`config.mk`:
```
export PLATFORM = sky130hd
export DESIGN_NAME = tcw_ctrl
export DESIGN_NICKNAME = d
export VERILOG_FILES = /design/src/rtl/tcw_pkg.sv /design/src/rtl/tcw_ctrl.sv
export SDC_FILE = /design/constraint.sdc
export NUM_CORES = 1
export LEC_CHECK = 0
export BUFFER_PORTS_ARGS = -buffer_cell sky130_fd_sc_hd__clkbuf_2
export CORE_AREA = 2 2 39 41
export DETAILED_ROUTE_END_ITERATION = 10
export DIE_AREA = 0 0 41 43
export GPL_ROUTABILITY_DRIVEN = 0
export PLACE_DENSITY_LB_ADDON = 0.3
export SKIP_CTS_REPAIR_TIMING = 1
export SYNTH_ARGS = -nofsm -noshare
export SYNTH_HDL_FRONTEND = slang
export SYNTH_SLANG_ARGS = --single-unit
```
`constraint.sdc`:
```
create_clock -name clk -period 1.4 [get_ports clk]
set_input_delay 0.07 -clock clk [delete_from_list [all_inputs] [get_ports clk]]
set_output_delay 0.07 -clock clk [all_outputs]
set_load 0.01 [all_outputs]
```
`src/rtl/tcw_pkg.sv`:
```
// tcw_pkg: shared types, codes and constants of the text console window engine
// no dependencies; imported by tcw_ctrl, tcw_dp and text_console_window_engine
package tcw_pkg;

  // default store geometry
  localparam int COLS_DEF = 64;
  localparam int ROWS_DEF = 32;

  // coordinate and character widths of the request fields
  localparam int XW = 7;
  localparam int YW = 6;
  localparam int CW = 8;

  // character codes
  localparam logic [CW-1:0] SPACE_CODE   = 8'd32;
  localparam logic [CW-1:0] NEWLINE_CODE = 8'd10;
  localparam logic [CW-1:0] RETURN_CODE  = 8'd13;

  // opcodes
  localparam logic [2:0] OP_PUT      = 3'd0;
  localparam logic [2:0] OP_CARET    = 3'd1;
  localparam logic [2:0] OP_WINDOW   = 3'd2;
  localparam logic [2:0] OP_CLEAR    = 3'd3;
  localparam logic [2:0] OP_RECT     = 3'd4;
  localparam logic [2:0] OP_FILL_ALL = 3'd5;
  localparam logic [2:0] OP_READ     = 3'd6;

  // request payload
  typedef struct packed {
    logic [2:0]    opcode;
    logic [CW-1:0] char_code;
    logic [XW-1:0] first_x;
    logic [YW-1:0] first_y;
    logic [XW-1:0] last_x;
    logic [YW-1:0] last_y;
  } req_t;

  // result payload
  typedef struct packed {
    logic [5:0]    caret_col;
    logic [4:0]    caret_row;
    logic [CW-1:0] cell_value;
    logic          did_scroll;
  } res_t;

  // controller states
  typedef enum logic [2:0] {
    S_CLEAR,
    S_IDLE,
    S_EXEC,
    S_FILL,
    S_COPY_RD,
    S_COPY_WR,
    S_TAIL,
    S_READ
  } state_t;

  // datapath commands
  typedef enum logic [2:0] {
    CMD_NONE,
    CMD_LOAD,
    CMD_EXEC,
    CMD_FILL,
    CMD_COPY_RD,
    CMD_COPY_WR,
    CMD_TAIL,
    CMD_READ
  } cmd_op_t;

  typedef struct packed {
    cmd_op_t op;
    logic    finish;
  } cmd_t;

  typedef struct packed {
    logic [2:0] op;
    logic       put_scroll;
    logic       fill_empty;
    logic       copy_empty;
    logic       walk_last;
  } status_t;

endpackage

```
`src/rtl/tcw_ctrl.sv`:
```
// tcw_ctrl: sequencer of the console engine; steps the datapath through each request
// depends on tcw_pkg
module tcw_ctrl
  import tcw_pkg::*;
(
  input  logic    clk,
  input  logic    rst,
  input  logic    start,
  input  status_t status,
  output logic    busy,
  output cmd_t    cmd
);

  state_t state, state_next;

  // state register, starts with the store clearing sweep
  always_ff @(posedge clk) begin
    if (rst) begin
      state <= S_CLEAR;
    end else begin
      state <= state_next;
    end
  end

  // next state
  always_comb begin
    state_next = state;
    case (state)
      S_CLEAR: begin
        if (status.walk_last) state_next = S_IDLE;
      end
      S_IDLE: begin
        if (start) state_next = S_EXEC;
      end
      S_EXEC: begin
        case (status.op)
          OP_PUT: begin
            if (!status.put_scroll) state_next = S_IDLE;
            else if (status.copy_empty) state_next = S_TAIL;
            else state_next = S_COPY_RD;
          end
          OP_CLEAR, OP_RECT, OP_FILL_ALL: begin
            state_next = status.fill_empty ? S_IDLE : S_FILL;
          end
          OP_READ: state_next = S_READ;
          default: state_next = S_IDLE;
        endcase
      end
      S_FILL: begin
        if (status.walk_last) state_next = S_IDLE;
      end
      S_COPY_RD: state_next = S_COPY_WR;
      S_COPY_WR: begin
        state_next = status.walk_last ? S_TAIL : S_COPY_RD;
      end
      S_TAIL: state_next = S_FILL;
      S_READ: state_next = S_IDLE;
      default: state_next = S_IDLE;
    endcase
  end

  // commands to the datapath
  always_comb begin
    cmd.op     = CMD_NONE;
    cmd.finish = 1'b0;
    busy       = (state != S_IDLE);
    case (state)
      S_CLEAR: cmd.op = CMD_FILL;
      S_IDLE: begin
        if (start) cmd.op = CMD_LOAD;
      end
      S_EXEC: begin
        cmd.op     = CMD_EXEC;
        cmd.finish = (state_next == S_IDLE);
      end
      S_FILL: begin
        cmd.op     = CMD_FILL;
        cmd.finish = status.walk_last;
      end
      S_COPY_RD: cmd.op = CMD_COPY_RD;
      S_COPY_WR: cmd.op = CMD_COPY_WR;
      S_TAIL:    cmd.op = CMD_TAIL;
      S_READ: begin
        cmd.op     = CMD_READ;
        cmd.finish = 1'b1;
      end
      default: cmd.op = CMD_NONE;
    endcase
  end

endmodule

```
==> metrics.yaml <==
layout:
  largest_reg_flops: 3
  top_register: "state"
  nFillCells: 159
  instances_no_fill: 70
  reg_top3: "state x3"
  nNetsFinal: 65
  area_growth_syn_to_layout_pct: 37.2
  drive_above_1_share_pct: 40.7
  n_antenna_cell: 0
  final_area_um2: 388
sta:
  fmax_ghz: 0.718
  tns_ns: 0
  worst_slack_ns: 0.00692
  slew_headroom_pct: 72.3
  setup_violations: 0
  fin_skew_ns: 0.00359
  fin_crit_sh_pct: 99.5
  min_period_ns: 1.39
  rsz0062_at_grt: "true"
  hold_viol: 0
  final_max_slew_viol_count: 0
  tightest_slew_ns: 0.410
synth:
  synthDistinctLibCells: 25
  synth_seq_cells: 3
  synth.avg_cell_area_um2: 7.44
  synth_top_area_cell: "dfxtp_1"
  synthesis.nets: 48
  yosysSeqAreaShare_pct: 21.2
  yosysWarnings: 0
  synth-edff-count: 0
  ys_top_cells_by_area: "dfxtp_1, nor2_1, nor3b_1"
  synth_top_cell_area_share_pct: 21.2
  synth_top_cells_by_count: "nor2_1, dfxtp_1"
  async_flop_share_pct: 0
  syn_inst: 38
  synthFlopType: "dfxtp_1"
  syn_area_um2: 283
  synth_most_common_cell: "nor2_1"
global_route:
  grt_pass1_vias: 262
  use_met2_pct: 9.69
  grt-busiest-layer: "met1"
  grtUsageTotal_pct: 8.62
  met3_usage_pct: 3.66
  use_met1_pct: 11.5
  grt_max_degree: 12
  grt-ovfl-total: 0
  grt_antenna_before_repair: 0
  grt_pass1_wl_um: 986
setup_path:
  crit_required_ns: 1.33
  end_kind: "output port"
  criticalPathCategory: "flip-flop to output port"
  cp_max_fo: 8
  arrival_ns: 1.32
  slowest_stage: "dfxtp_1"
  worst_setup_path_start_kind: "flip-flop"
  cpPeakStageDelay_ns: 0.46
  cp_top_family: "simple AND/OR/NAND/NOR gates"
  crit_chain: "nor4b_1 > nor2_1 > clkbuf_2"
  cp.buffers_inverters: 1
pwr:
  peakVddDrop_uv: 166
  power_leakage_nw: 0.168
  p_total_uw: 343
  p_per_area_nw_per_um2: 885
clocking:
  htreeDepth: 1
  clkTransAtPathRegs_ns: 0.04
  clock_latency_ns: 0.23
  clockRootBuffer: "clkbuf_4"
  cts-buffers-inserted: 3
  cts_tree: "done"
  clock-sinks: 3
  cts_buffer_depth: 2
route:
  ant_nets: 0
  drtIter0Drc: 5
  drc: 0
  viasPerCell: 4.49
  wire_per_inst_um: 9.13
  routed_wl_um: 639
  vias: 314
  first_pass_iters: 2
place:
  port_buffers: 14
  dp_hpwl_um: 507
  placedCellCount: 66
  placed_area_um2: 362
  pre_cts_slack_ns: 0.176
worst_hold_path:
  holdCritPathClass: "primary input to flip-flop"
die:
  ios: 15
  die_area_um2: 1760
  die_x_um: 41
  start_util_pct: 20.4
  rows: 14
  die_height_um: 43
  core_um2: 1380
run_status:
  status: "finished, final reports clean"
flow_run:
  drv_cap: 0
-- cell type report --
cell class	count	area [um^2]	share of cell area (%)
well taps	16	20.0	5.16
repair buffers	14	70.1	18.1
multi-input cells	32	208	53.5
flip-flops and latches	3	60.1	15.5
inverters	1	3.75	0.968
clock buffers	4	26.3	6.77
-- layer usage --
| layer | part of all wire [%] | wire length, um |
|---|---|---|
| met5 | 0 | 0 |
| met4 | 3.0 | 19 |
| met3 | 7.8 | 50 |
| met2 | 43 | 273 |
| met1 | 46 | 296 |
-- cells in the final DEF (no fill, tap or decap), types with 2 or more instances in the layout --
cell type  instances
clkbuf_2          14
clkbuf_4           3
nor2b_1            2
dfxtp_1            3
nand2_1            2
nor3b_1            2
nor2_1             7
o21a_1             2
a21oi_1            2
-- path summary, 6_finish.rpt --
kind,startpoint,to,slack (ns),cells after the start
worst max-delay path,state[0],cmd[1],0.007,3
worst min register to register,state[2],state[2],0.60,2
worst min-delay path,rst,state[2],0.05,2
worst max register to register,state[0],state[1],0.14,4
-- power breakdown --
part           switching (mW)  internal (mW)
registers              0.0126         0.0916
clock network          0.0448          0.107
logic                  0.0440         0.0435
total                   0.101          0.242
-- worst reg2reg max path, stage by stage (launching register included) --
cell,delay [ns]
dfxtp_1,0.46
nor4b_1,0.40
nor2_1,0.08
o21a_1,0.11
o31a_1,0.09
-- stage by stage --
step / util, % / hold WS (ns)
after detailed placement: 26.1 / 0.282
after global placement: 26.1 / 0.280
final: 28.0 / 0.0458
after CTS: 28.0 / 0.0358
after global routing: 28.0 / 0.0335
after floorplan: - / 0.132
-- cells by family (layout without fill, tap and decap cells) --
family | count (synthesis) | in the layout | share of synthesized area [%]
AND/OR/NAND/NOR | 22 | 22 | 46.9
buffers and inverters | 3 | 19 | 5.31
multiplexers | 1 | 1 | 3.54
flip-flops | 3 | 3 | 21.2
AO/OA/AOI/OAI | 9 | 9 | 23.0
No activity file was read; power rests on OpenSTA's default activity.
